===== src/hw/rtl/ilp_pkg.sv =====
// Package for the integer literal parser: compare state type, limits and
// the digit table of the largest positive 32-bit value. No dependencies.
package ilp_pkg;

   typedef enum logic [1:0] {
      CMP_EQUAL   = 2'd0,
      CMP_LESS    = 2'd1,
      CMP_GREATER = 2'd2
   } cmp_type;

   localparam int unsigned ACC_W      = 32;
   localparam int unsigned CNT_W      = 4;
   localparam int unsigned HEX_DIGITS = 8;
   localparam int unsigned DEC_DIGITS = 10;
   localparam logic [7:0]  CHAR_ZERO  = 8'h30;
   localparam logic [7:0]  CHAR_NINE  = 8'h39;
   localparam logic [7:0]  CHAR_UA    = 8'h41;
   localparam logic [7:0]  CHAR_UF    = 8'h46;
   localparam logic [7:0]  CHAR_LA    = 8'h61;
   localparam logic [7:0]  CHAR_LF    = 8'h66;

   // ASCII digits of "2147483647"
   function automatic logic [7:0] int_max_digit(input logic [CNT_W-1:0] idx);
      logic [7:0] c;
      case (idx)
         4'd0:    c = 8'h32;
         4'd1:    c = 8'h31;
         4'd2:    c = 8'h34;
         4'd3:    c = 8'h37;
         4'd4:    c = 8'h34;
         4'd5:    c = 8'h38;
         4'd6:    c = 8'h33;
         4'd7:    c = 8'h36;
         4'd8:    c = 8'h34;
         4'd9:    c = 8'h37;
         default: c = 8'h30;
      endcase
      return c;
   endfunction

endpackage


===== src/hw/rtl/ilp_req_if.sv =====
// Request channel: one literal character with hex flag and last marker.
// Depends on nothing.
interface ilp_req_if;
   logic       valid;
   logic       ready;
   logic [7:0] ch;
   logic       is_hex;
   logic       last;

   modport source (output valid, output ch, output is_hex, output last, input ready);
   modport sink   (input valid, input ch, input is_hex, input last, output ready);
endinterface


===== src/hw/rtl/ilp_rsp_if.sv =====
// Response channel: parsed value with range and bad character flags.
// Depends on nothing.
interface ilp_rsp_if;
   logic        valid;
   logic        ready;
   logic [31:0] value;
   logic        out_of_range;
   logic        bad_char;

   modport source (output valid, output value, output out_of_range, output bad_char,
                   input ready);
   modport sink   (input valid, input value, input out_of_range, input bad_char,
                   output ready);
endinterface


===== src/hw/rtl/int_literal_parse_range_check_top.sv =====
// Integer literal parser with 32-bit range check, one character per request.
// Latency: the response is valid the cycle after the request carrying last.
// Throughput: one request per cycle unless a response waits; the single response
// register holds new requests off while the previous response is not taken.
// Reset: synchronous, clears the literal state and the response valid.
// Depends on ilp_pkg, ilp_req_if, ilp_rsp_if.
module int_literal_parse_range_check_top (
   input  logic        clock,
   input  logic        reset,
   ilp_req_if.sink     req_if,
   ilp_rsp_if.source   rsp_if
);

   logic [ilp_pkg::ACC_W-1:0] acc_ff, acc_in;
   logic [ilp_pkg::CNT_W-1:0] cnt_ff, cnt_in;
   ilp_pkg::cmp_type          cmp_ff, cmp_in;
   logic                      bad_ff, bad_in;
   logic                      hex_ff, hex_in;
   logic                      in_lit_ff, in_lit_in;

   logic [ilp_pkg::ACC_W-1:0] value_ff, value_in;
   logic                      oor_ff, oor_in;
   logic                      badc_ff, badc_in;
   logic                      rsp_valid_ff, rsp_valid_in;

   logic                      accept;
   logic                      first;
   logic                      hex;
   logic [ilp_pkg::ACC_W-1:0] acc_cur;
   logic [ilp_pkg::CNT_W-1:0] cnt_cur;
   ilp_pkg::cmp_type          cmp_cur;
   logic                      bad_cur;
   logic                      is_dec, is_upper, is_lower, ok;
   logic [3:0]                dig;
   logic [7:0]                dig_chr, ref_chr;
   logic                      skip;
   logic [ilp_pkg::ACC_W-1:0] acc_nx;
   logic [ilp_pkg::CNT_W-1:0] cnt_nx;
   ilp_pkg::cmp_type          cmp_nx;
   logic                      bad_nx;
   logic                      oor_nx;

   assign req_if.ready = !rsp_valid_ff || rsp_if.ready;
   assign accept       = req_if.valid && req_if.ready;

   assign first   = !in_lit_ff;
   assign hex     = first ? req_if.is_hex : hex_ff;
   assign acc_cur = first ? '0 : acc_ff;
   assign cnt_cur = first ? '0 : cnt_ff;
   assign cmp_cur = first ? ilp_pkg::CMP_EQUAL : cmp_ff;
   assign bad_cur = first ? 1'b0 : bad_ff;

   assign is_dec   = (req_if.ch >= ilp_pkg::CHAR_ZERO) && (req_if.ch <= ilp_pkg::CHAR_NINE);
   assign is_upper = hex && (req_if.ch >= ilp_pkg::CHAR_UA) && (req_if.ch <= ilp_pkg::CHAR_UF);
   assign is_lower = hex && (req_if.ch >= ilp_pkg::CHAR_LA) && (req_if.ch <= ilp_pkg::CHAR_LF);
   assign ok       = is_dec || is_upper || is_lower;

   always_comb begin
      if (is_dec) begin
         dig = req_if.ch[3:0];
      end else if (is_upper || is_lower) begin
         dig = req_if.ch[3:0] + 4'd9;
      end else begin
         dig = 4'd0;
      end
   end

   assign dig_chr = {4'd0, dig} + ilp_pkg::CHAR_ZERO;
   assign ref_chr = ilp_pkg::int_max_digit(cnt_cur);
   assign skip    = (cnt_cur == '0) && (req_if.ch == ilp_pkg::CHAR_ZERO);
   assign bad_nx  = bad_cur || !ok;

   always_comb begin
      acc_nx = acc_cur;
      cnt_nx = cnt_cur;
      cmp_nx = cmp_cur;
      if (!skip) begin
         if (hex) begin
            acc_nx = {acc_cur[ilp_pkg::ACC_W-5:0], dig};
         end else begin
            acc_nx = {acc_cur[ilp_pkg::ACC_W-4:0], 3'd0} + {acc_cur[ilp_pkg::ACC_W-2:0], 1'b0}
                     + {{(ilp_pkg::ACC_W-4){1'b0}}, dig};
         end
         if (cnt_cur != '1) begin
            cnt_nx = cnt_cur + 1'b1;
         end
         if ((cnt_cur < ilp_pkg::CNT_W'(ilp_pkg::DEC_DIGITS)) &&
             (cmp_cur == ilp_pkg::CMP_EQUAL)) begin
            if (dig_chr < ref_chr) begin
               cmp_nx = ilp_pkg::CMP_LESS;
            end else if (dig_chr > ref_chr) begin
               cmp_nx = ilp_pkg::CMP_GREATER;
            end
         end
      end
   end

   always_comb begin
      if (hex) begin
         oor_nx = cnt_nx > ilp_pkg::CNT_W'(ilp_pkg::HEX_DIGITS);
      end else begin
         oor_nx = (cnt_nx > ilp_pkg::CNT_W'(ilp_pkg::DEC_DIGITS)) ||
                  ((cnt_nx == ilp_pkg::CNT_W'(ilp_pkg::DEC_DIGITS)) &&
                   (cmp_nx == ilp_pkg::CMP_GREATER));
      end
   end

   always_comb begin
      acc_in       = acc_ff;
      cnt_in       = cnt_ff;
      cmp_in       = cmp_ff;
      bad_in       = bad_ff;
      hex_in       = hex_ff;
      in_lit_in    = in_lit_ff;
      value_in     = value_ff;
      oor_in       = oor_ff;
      badc_in      = badc_ff;
      rsp_valid_in = rsp_valid_ff && !rsp_if.ready;
      if (accept) begin
         acc_in = acc_nx;
         cnt_in = cnt_nx;
         cmp_in = cmp_nx;
         bad_in = bad_nx;
         hex_in = hex;
         if (req_if.last) begin
            in_lit_in    = 1'b0;
            value_in     = acc_nx;
            oor_in       = oor_nx;
            badc_in      = bad_nx;
            rsp_valid_in = 1'b1;
         end else begin
            in_lit_in = 1'b1;
         end
      end
   end

   always_ff @(posedge clock) begin
      if (reset) begin
         acc_ff       <= '0;
         cnt_ff       <= '0;
         cmp_ff       <= ilp_pkg::CMP_EQUAL;
         bad_ff       <= 1'b0;
         hex_ff       <= 1'b0;
         in_lit_ff    <= 1'b0;
         rsp_valid_ff <= 1'b0;
      end else begin
         acc_ff       <= acc_in;
         cnt_ff       <= cnt_in;
         cmp_ff       <= cmp_in;
         bad_ff       <= bad_in;
         hex_ff       <= hex_in;
         in_lit_ff    <= in_lit_in;
         rsp_valid_ff <= rsp_valid_in;
      end
   end

   always_ff @(posedge clock) begin
      value_ff <= value_in;
      oor_ff   <= oor_in;
      badc_ff  <= badc_in;
   end

   assign rsp_if.valid        = rsp_valid_ff;
   assign rsp_if.value        = value_ff;
   assign rsp_if.out_of_range = oor_ff;
   assign rsp_if.bad_char     = badc_ff;

endmodule


===== src/flat_wrapper.sv =====
// flat-port wrapper written by rule: the top's interface ports become plain ports
module int_literal_parse_range_check_top_flat 
  (clock, reset, req_if_valid, req_if_ch, req_if_is_hex, req_if_last, req_if_ready, rsp_if_valid, rsp_if_value, rsp_if_out_of_range, rsp_if_bad_char, rsp_if_ready);
  ilp_req_if req_if_i ();
  ilp_rsp_if rsp_if_i ();
  input  logic clock;
  input  logic reset;
  input wire logic [$bits(req_if_i.valid)-1:0] req_if_valid;
  input wire logic [$bits(req_if_i.ch)-1:0] req_if_ch;
  input wire logic [$bits(req_if_i.is_hex)-1:0] req_if_is_hex;
  input wire logic [$bits(req_if_i.last)-1:0] req_if_last;
  output wire logic [$bits(req_if_i.ready)-1:0] req_if_ready;
  output wire logic [$bits(rsp_if_i.valid)-1:0] rsp_if_valid;
  output wire logic [$bits(rsp_if_i.value)-1:0] rsp_if_value;
  output wire logic [$bits(rsp_if_i.out_of_range)-1:0] rsp_if_out_of_range;
  output wire logic [$bits(rsp_if_i.bad_char)-1:0] rsp_if_bad_char;
  input wire logic [$bits(rsp_if_i.ready)-1:0] rsp_if_ready;
  assign req_if_i.valid = req_if_valid;
  assign req_if_i.ch = req_if_ch;
  assign req_if_i.is_hex = req_if_is_hex;
  assign req_if_i.last = req_if_last;
  assign req_if_ready = req_if_i.ready;
  assign rsp_if_valid = rsp_if_i.valid;
  assign rsp_if_value = rsp_if_i.value;
  assign rsp_if_out_of_range = rsp_if_i.out_of_range;
  assign rsp_if_bad_char = rsp_if_i.bad_char;
  assign rsp_if_i.ready = rsp_if_ready;
  int_literal_parse_range_check_top u_core (.clock(clock), .reset(reset), .req_if(req_if_i), .rsp_if(rsp_if_i));
endmodule

===== config.mk =====
export PLATFORM = sky130hd
export DESIGN_NAME = int_literal_parse_range_check_top_flat
export DESIGN_NICKNAME = d
export VERILOG_FILES = /design/src/hw/rtl/ilp_pkg.sv /design/src/hw/rtl/ilp_req_if.sv /design/src/hw/rtl/ilp_rsp_if.sv /design/src/hw/rtl/int_literal_parse_range_check_top.sv /design/src/flat_wrapper.sv
export SDC_FILE = /design/constraint.sdc
export NUM_CORES = 1
export LEC_CHECK = 0
export ABC_AREA = 1
export BUFFER_PORTS_ARGS = -buffer_cell sky130_fd_sc_hd__clkbuf_2
export CORE_MARGIN = 4
export CORE_UTILIZATION = 40
export DETAILED_ROUTE_END_ITERATION = 8
export GPL_ROUTABILITY_DRIVEN = 0
export HOLD_SLACK_MARGIN = 0.15
export SLEW_MARGIN = 20
export SYNTH_ARGS = -nofsm -noshare
export SYNTH_HDL_FRONTEND = slang
export SYNTH_SLANG_ARGS = --single-unit

===== constraint.sdc =====
create_clock -name clock -period 4.6 [get_ports clock]
set_clock_uncertainty 0.1 [all_clocks]
set_input_delay 0.92 -clock clock [delete_from_list [all_inputs] [get_ports clock]]
set_output_delay 0.92 -clock clock [all_outputs]
set_load 0.02 [all_outputs]

==> flow_summary_export.csv, run 1 <==
group,metric,value,unit
grt,track_usage,20.09,%
clocking,path_clk_slew,60,ps
worst_setup_path,endpoint_kind,"flop",
sta,rsz0062_at_grt,"false",
placement,dp_hpwl,14570,um
final_layout,drive_gt1_share,8.152,%
final_layout,area_growth,10.62,%
clocking,numClockSinks,76,
logic_synthesis,synth_area_leader_cell,"nand2_1",
power_and_ir_drop,ir_drop,223.8,uV
sta,slew_headroom,29.50,%
logic_synthesis,synth_top_cells_by_area,"nand2_1 19%, edfxtp_1 15%, ha_1 13%",
worst_setup_path,cp.arrival,4220,ps
status,outcome,"finished, final reports clean",
clocking,cts_max_level,3,
detailed_routing,firstDrtPassIters,5,
detailed_routing,drc,0,
power_and_ir_drop,total_power,0.001681,W
logic_synthesis,syn_area_per_cell,6.327,um^2
final_layout,utilization,44.89,%
logic_synthesis,ys_seq_area_share,27.76,%
die,row_count,47,
final_layout,instances_no_fill,1324,
clocking,cts_setup_buffers,0,
final_layout,diodes,0,
detailed_routing,drtIter0Drc,494,
final_layout,nNetsFinal,1185,
sta,fin_crit,4229,ps
logic_synthesis,synth_cell_types,39,
detailed_routing,ant_nets,0,
detailed_routing,routed_wl,18800,um
logic_synthesis,ys_warn_count,0,
clocking,hold_buffers,0,
sta,setup_viol,0,
logic_synthesis,async_flop_share,0,%
detailed_routing,via_per_inst,4.935,
grt,grt.met1_usage,24.10,%
sta,tightestPinTransition,1055,ps
grt,grt_first_pass_wirelength,29810,um
grt,met2_usage,36.66,%
logic_synthesis,yosys_most_used_dff,"dfxtp_1",
logic_synthesis,synth_edf_count,34,
clocking,numCtsBuffers,9,
detailed_routing,avgRoutedWirePerCell,14.20,um
die,io_pins,50,
logic_synthesis,synth_top_cell_area_share,19.42,%
grt,grt_overflow,0,
placement,placement.setup.worst_slack,52.20,ps
sta,max_freq,236.5,MHz
logic_synthesis,netlist_area,0.006706,mm^2
clocking,cts.path.max_buffers,2,
worst_setup_path,start_kind,"input pin",
grt,gr-usage-met3,3.251,%
placement,place_inst,1308,
grt,first_global_vias,6038,
grt,grt_max_degree,73,
grt,top_usage_layer,"met2",
detailed_routing,vias,6534,
sta,hold_violations,0,
clocking,cts_tree,"yes",
logic_synthesis,synth_seq_cells,76,
die,die_x,137.5,um
die,die-area,0.01890,mm^2
die,coreArea,0.01652,mm^2
sta,setup_tns,0,ps
die,initial_utilization,40.58,%
logic_synthesis,syn-num-nets,1146,
clocking,insertion_delay,340,ps
clocking,clockRootBuffer,"clkbuf_16",
grt,antenna_found_initial,0,
flow_run,max-cap-violations,0,
worst_setup_path,crit_fanout,6,
logic_synthesis,yosysMostFrequentCell,"nand2_1",
sta,worst_slack,370.9,ps
sta,period_share,91.94,%
logic_synthesis,synth_commonest_cells,"347 x nand2_1, 202 x inv_1, 70 x a21oi_1, 70 x ha_1, 66 x nand3_1",
power_and_ir_drop,cellPowerDensity,226.6,mW/mm^2
worst_setup_path,critical_path_class,"in -> reg",
logic_synthesis,syn_inst,1060,
power_and_ir_drop,leakage,4.469,nW
placement,io_buffers,49,
die,die_y,137.5,um
clocking,cts_resized,0,
sta,slew_violations,0,
worst_setup_path,critical_path_required,4590,ps
hold_path,min_path_type,"reg -> reg",
logic make-up (layout without fill, tap and decap cells):
kind of cell | after synthesis | count (layout) | synth area share [%]
AO/OA/AOI/OAI | 164 | 164 | 13.12
XOR/XNOR | 5 | 5 | 0.6530
adder cells (fa/ha/maj) | 72 | 72 | 13.66
buffers and inverters | 234 | 278 | 13.51
flip-flops | 76 | 76 | 27.76
AND/OR/NAND/NOR | 509 | 509 | 31.31
metrics by stage:
stage / area (um^2) / hold WS, ps
floorplan: 6706 / 367.4
global placement: 7151 / 404.3
detailed placement: 7151 / 412.0
CTS: 7417 / 427.0
global route: 7418 / 441.9
finish: 7418 / 424.5
metal layers:
| metal | up-vias | share of wire, % | wire length, um |
|---|---|---|---|
| met4 | 0 | 2.7 | 499 |
| met1 | 2939 | 42 | 7981 |
| met2 | 136 | 51 | 9624 |
| met5 | - | 0 | 0 |
| li1 | 3429 | - | - |
| met3 | 30 | 3.7 | 696 |
flip-flops by register name, summed over array words and instances, names as in the netlist, 2 cells and up:
name / count
u_core.acc_ff: 32
u_core.cmp_ff: 2
u_core.cnt_ff: 4
u_core.rsp_if.value: 32
final cells by class:
cell class / instances / area [um^2]
inverters: 207 / 778.2
multi-input cells: 750 / 3946
flip-flops and latches: 76 / 1862
fillers: 1792 / 9106
clock buffers: 9 / 225.2
clock inverters: 7 / 41.29
repair buffers: 55 / 290.3
well taps: 220 / 275.3
critical path, stage by stage:
cell and delay (ps):
clkbuf_2 130, inv_1 90, ha_1 160, o21ai_0 80, a21oi_1 240, inv_1 150, nand2_2 110, inv_2 50
a21oi_1 240, fa_1 460, ha_1 320, nand3_1 80, nand3_1 190, nand2_1 100, nand2_1 110, nand2_1 70
nand2_1 210, nand2_1 110, nand2_1 70, nand2_1 50, nand3_1 70, nand2_1 60, nand2_1 80, inv_1 50
path summary, 6_finish.rpt:
kind                             end  depth (start not counted)  slack, ps        startpoint
max          u_core.rsp_if.value[23]                         24        370      req_if_ch[0]
min                 u_core.cmp_ff[1]                          2        420  u_core.cmp_ff[1]
max reg2reg  u_core.rsp_if.value[23]                         22        760  u_core.in_lit_ff
min reg2reg         u_core.cmp_ff[1]                          2        420  u_core.cmp_ff[1]
power by group:
part / internal (W) / switching (W)
logic: 0.0000850 / 0.000189
registers: 0.000748 / 0.0000177
clock network: 0.000362 / 0.000280
total: 0.00119 / 0.000487
layout by cell type (no fill, tap or decap), types with 5 or more instances in the layout:
cell type,instances
a21oi_1,70
buf_4,6
clkbuf_16,9
clkbuf_2,49
clkinv_2,5
dfxtp_1,42
edfxtp_1,34
ha_1,70
inv_1,202
nand2_1,347
nand3_1,66
nand3b_1,6
nor2_1,61
nor3_1,6
o211ai_1,7
o21ai_0,65
o22ai_1,5
xor2_1,5
Power figures use the tool's default switching activity.
==> inputs of run 2 (changes only) <==
- BUFFER_PORTS_ARGS: -buffer_cell sky130_fd_sc_hd__clkbuf_2 -> not set
- CORE_UTILIZATION: 40 -> 41
- DONT_BUFFER_PORTS: not set -> 1
==> flow_summary_export.csv, run 2 (synthesis gave the netlist of run 1 again) <==
group,metric,value,unit
status,outcome,"finished, final reports clean",
sta,period_share,90.32,%
grt,grt_overflow,0,
final_layout,nNetsFinal,1134,
worst_setup_path,critPathMaxStageDelay,580,ps
grt,first_global_vias,6103,
sta,fin_crit,4155,ps
hold_path,min_path_type,"reg -> reg",
detailed_routing,avgRoutedWirePerCell,14.67,um
die,die_y,135.9,um
worst_setup_path,critPathBufInv,6,
worst_setup_path,start_kind,"input pin",
die,initial_utilization,42.07,%
clocking,clockRootBuffer,"clkbuf_16",
placement,place_inst,1253,
sta,rsz0062_at_grt,"false",
detailed_routing,drc,0,
worst_setup_path,endpoint_kind,"flop",
final_layout,area_growth,7.929,%
final_layout,nFillCells,1736,
final_layout,utilization,45.40,%
placement,dp_hpwl,14340,um
worst_setup_path,cp_cell_sequence,"inv_1 -> ha_1 -> o21ai_0 -> a21oi_1 -> inv_1 -> nand2_2 -> inv_2 -> a21oi_1 -> fa_1 -> inv_1 -> fa_1 -> inv_1 -> nand3_1 -> nand3_1 -> nand2_1 -> nand3_1 -> nand2_1 -> nand2_1 -> nand2_1 -> nand3_1 -> nand2_1 -> o21ai_0 -> inv_1",
clocking,cts_tree,"yes",
detailed_routing,vias,6373,
power_and_ir_drop,total_power,0.001838,W
clocking,cts_setup_buffers,0,
power_and_ir_drop,ir_drop,242.0,uV
grt,grt_max_degree,73,
detailed_routing,drtIter0Drc,469,
clocking,numCtsBuffers,9,
detailed_routing,ant_nets,0,
sta,setup_viol,0,
die,die_x,135.9,um
grt,antenna_found_initial,0,
final_layout,drive_gt1_share,3.704,%
final_layout,seqCellArea,0.001862,mm^2
grt,grt_first_pass_wirelength,29910,um
final_layout,multiInputGateArea,0.003946,mm^2
detailed_routing,routed_wl,18620,um
worst_setup_path,cp.arrival,4130,ps
worst_setup_path,critical_path_class,"in -> reg",
sta,slew_violations,0,
detailed_routing,via_per_inst,5.022,
sta,hold_violations,0,
die,row_count,46,
worst_setup_path,cpLargestDelayFamily,"adder cells",
detailed_routing,firstDrtPassIters,5,
die,io_pins,50,
clocking,insertion_delay,330,ps
power_and_ir_drop,cellPowerDensity,253.9,mW/mm^2
sta,worst_slack,445.3,ps
final_layout,layout_commonest_cell,"nand2_1",
clocking,numClockSinks,76,
sta,setup_tns,0,ps
die,coreArea,0.01594,mm^2
final_layout,mostFrequentLayoutCells,"347 x nand2_1, 202 x inv_1, 70 x a21oi_1, 70 x ha_1, 66 x nand3_1",
final_layout,instances_no_fill,1269,
placement,placement.setup.worst_slack,129.2,ps
die,die-area,0.01847,mm^2
clocking,cts_resized,0,
sta,max_freq,240.7,MHz
worst_setup_path,crit_fanout,5,
sta,tightestPinTransition,1046,ps
final_layout,diodes,0,
clocking,path_clk_slew,50,ps
worst_setup_path,cp_slowest_cell,"fa_1",
grt,track_usage,20.36,%
clocking,cts.path.max_buffers,2,
flow_run,max-cap-violations,0,
placement,io_buffers,0,
clocking,cts_max_level,3,
sta,slew_headroom,30.09,%
clocking,hold_buffers,0,
worst_setup_path,r2r_slack,700,ps
power_and_ir_drop,leakage,4.288,nW
worst_setup_path,critical_path_required,4570,ps
[run 2: cell types whose count changed in the layout (fill, tap and decap cells not counted), sizes merged]
cell	change
clkbuf	-46
clkinv	-5
bufinv	+3
buf	-2
inv	-1
[run 2: worst register-to-register path, delay by kind of cell (launching register included)]
| kind | cells | cell delay, ps |
|---|---|---|
| AO/OA/AOI/OAI | 2 | 190 |
| AND/OR/NAND/NOR | 14 | 1340 |
| buffers and inverters | 5 | 500 |
| adder cells (fa/ha/maj) | 2 | 990 |
| flip-flops | 1 | 510 |
[run 2: report_power, final]
part / internal, W / total (W) / switching, W
Combinational: 0.0000722 / 0.000235 / 0.000162
Clock: 0.000558 / 0.000817 / 0.000259
Sequential: 0.000749 / 0.000786 / 0.0000364
[run 2: path summary, 6_finish.rpt]
kind                     from                      end  cells past startpoint
max reg2reg  u_core.in_lit_ff  u_core.rsp_if.value[22]                     23
min          u_core.cmp_ff[1]         u_core.cmp_ff[1]                      2
max              req_if_ch[1]  u_core.rsp_if.value[22]                     23
min reg2reg  u_core.cmp_ff[1]         u_core.cmp_ff[1]                      2
[run 2: metrics by stage]
step	hold slack (ps)	area [um^2]
2_1_floorplan	367.4	6706
3_3_place_gp	385.6	6885
4_1_cts	403.6	7237
6_report	404.1	7238
5_1_grt	434.8	7238
3_5_place_dp	383.9	6885
[run 2: layout make-up]
type,instances,area share (%)
clock buffer,12,3.544
tap,216,3.734
timing repair buffer,4,0.4149
inverter,207,10.75
clock inverter,4,1.314
multi-input combinational,750,54.52
sequential,76,25.72
[run 2: per-layer routing]
metal,GRT usage [%],vias to the layer above,wire length (um)
li1,-,3327,-
met5,0,-,0
met1,24.21,2868,7982
met2,36.75,141,9364
met4,7.727,0,648
met3,3.257,37,624
==> inputs of run 3 (changes only) <==
- RECOVER_POWER: not set -> 100
==> flow_summary_export.csv, run 3 (synthesis gave the netlist of run 1 again) <==
group,metric,value,unit
die,row_count,46,
clocking,cts_tree,"yes",
power_and_ir_drop,leakage,4.275,nW
placement,dp_hpwl,14340,um
final_layout,nNetsFinal,1134,
placement,placement.setup.worst_slack,129.2,ps
status,outcome,"finished with violations",
sta,slew_headroom,-21.64,%
worst_setup_path,critPathBufInv,6,
final_layout,utilization,45.28,%
grt,grt_first_pass_wirelength,29910,um
clocking,cts.path.max_buffers,2,
hold_path,min_path_type,"reg -> reg",
clocking,cts_resized,0,
sta,setup_tns,0,ps
die,io_pins,50,
clocking,numClockSinks,76,
clocking,numCtsBuffers,9,
detailed_routing,avgRoutedWirePerCell,14.68,um
final_layout,nFillCells,1741,
power_and_ir_drop,total_power,0.001840,W
grt,track_usage,20.36,%
final_layout,seqCellArea,0.001862,mm^2
status,violations,"max-capacitance violations, max-slew violations",
sta,period_share,90.92,%
worst_setup_path,start_kind,"input pin",
power_and_ir_drop,cellPowerDensity,254.8,mW/mm^2
final_layout,drive_gt1_share,3.229,%
grt,first_global_vias,6103,
worst_setup_path,critical_path_required,4580,ps
sta,fin_crit,4182,ps
die,initial_utilization,42.07,%
grt,grt_max_degree,73,
grt,grt_overflow,0,
final_layout,area_growth,7.649,%
flow_run,max-cap-violations,2,
sta,rsz0062_at_grt,"false",
detailed_routing,ant_nets,0,
clocking,cts_setup_buffers,0,
worst_setup_path,crit_fanout,5,
worst_setup_path,critical_path_class,"in -> reg",
die,die_x,135.9,um
final_layout,diodes,0,
sta,max_freq,239.1,MHz
worst_setup_path,ff2ff_path_depth,23,
detailed_routing,routed_wl,18640,um
die,coreArea,0.01594,mm^2
worst_setup_path,cpLargestDelayFamily,"adder cells",
power_and_ir_drop,ir_drop,241.7,uV
worst_setup_path,endpoint_kind,"flop",
final_layout,mostFrequentLayoutCells,"348 x nand2_1, 203 x inv_1, 70 x a21oi_1, 70 x ha_1, 67 x nand3_1",
placement,io_buffers,0,
worst_setup_path,critPathMaxStageDelay,580,ps
clocking,insertion_delay,330,ps
worst_setup_path,cp_cell_sequence,"inv_1 -> ha_1 -> o21ai_0 -> a21oi_1 -> inv_1 -> nand2_2 -> inv_2 -> a21oi_1 -> fa_1 -> inv_1 -> fa_1 -> inv_1 -> nand3_1 -> nand3_1 -> nand2_1 -> nand3_1 -> nand2_1 -> nand2_1 -> nand2_1 -> nand3_1 -> nand2_1 -> o21ai_0 -> inv_1",
sta,slew_violations,65,
sta,worst_slack,417.7,ps
clocking,clockRootBuffer,"clkbuf_16",
sta,hold_slack,403.3,ps
sta,tightestPinTransition,1823,ps
die,die-area,0.01847,mm^2
final_layout,multiInputGateArea,0.003931,mm^2
detailed_routing,drtIter0Drc,458,
worst_setup_path,cp.arrival,4160,ps
worst_setup_path,cp_slowest_cell,"fa_1",
detailed_routing,drc,0,
detailed_routing,via_per_inst,5.003,
detailed_routing,vias,6349,
final_layout,layout_commonest_cell,"nand2_1",
clocking,hold_buffers,0,
clocking,cts_max_level,3,
die,die_y,135.9,um
hold_path,worstHoldPathCells,2,
worst_setup_path,cp_num_cells,23,
grt,antenna_found_initial,0,
clocking,path_clk_slew,60,ps
sta,hold_violations,0,
sta,setup_viol,0,
detailed_routing,firstDrtPassIters,5,
==> run 3: worst min-delay path: cells and delay by family (launching register included) <==
kind / cells / cell delay [ps]
buffers and inverters: 1 / 60
DFF: 1 / 320
AOI/OAI and AO/OA: 1 / 100
==> run 3: final timing paths <==
check,startpoint,to,slack (ps)
setup / recovery,req_if_ch[1],u_core.rsp_if.value[22],420
hold / removal,u_core.cmp_ff[1],u_core.cmp_ff[1],400
setup reg to reg,u_core.in_lit_ff,u_core.rsp_if.value[22],550
hold reg to reg,u_core.cmp_ff[1],u_core.cmp_ff[1],400
==> run 3: cell type report <==
type | count | area share (%)
tap | 216 | 3.744
clock inverter | 4 | 1.317
sequential | 76 | 25.79
multi-input combinational | 750 | 54.45
inverter | 207 | 10.78
clock buffer | 12 | 3.553
timing repair buffer | 4 | 0.3640
==> run 3: stage by stage <==
step	instance area [um^2]	cells
final	7219	1269
after global routing	7219	1269
after CTS	7237	1269
after detailed placement	6885	1253
after global placement	6885	1253
after floorplan	6706	1060
==> run 3: metal layers <==
metal / track usage (%) / wire length [um]
met1: 24.21 / 7956
met2: 36.75 / 9331
met3: 3.257 / 684
met4: 7.727 / 662
met5: 0 / 0
==> run 3: report_power, final <==
group	switching, W	total [W]	internal (W)
clock	0.000263	0.000821	0.000559
combinational	0.000162	0.000233	0.0000704
sequential	0.0000363	0.000786	0.000750
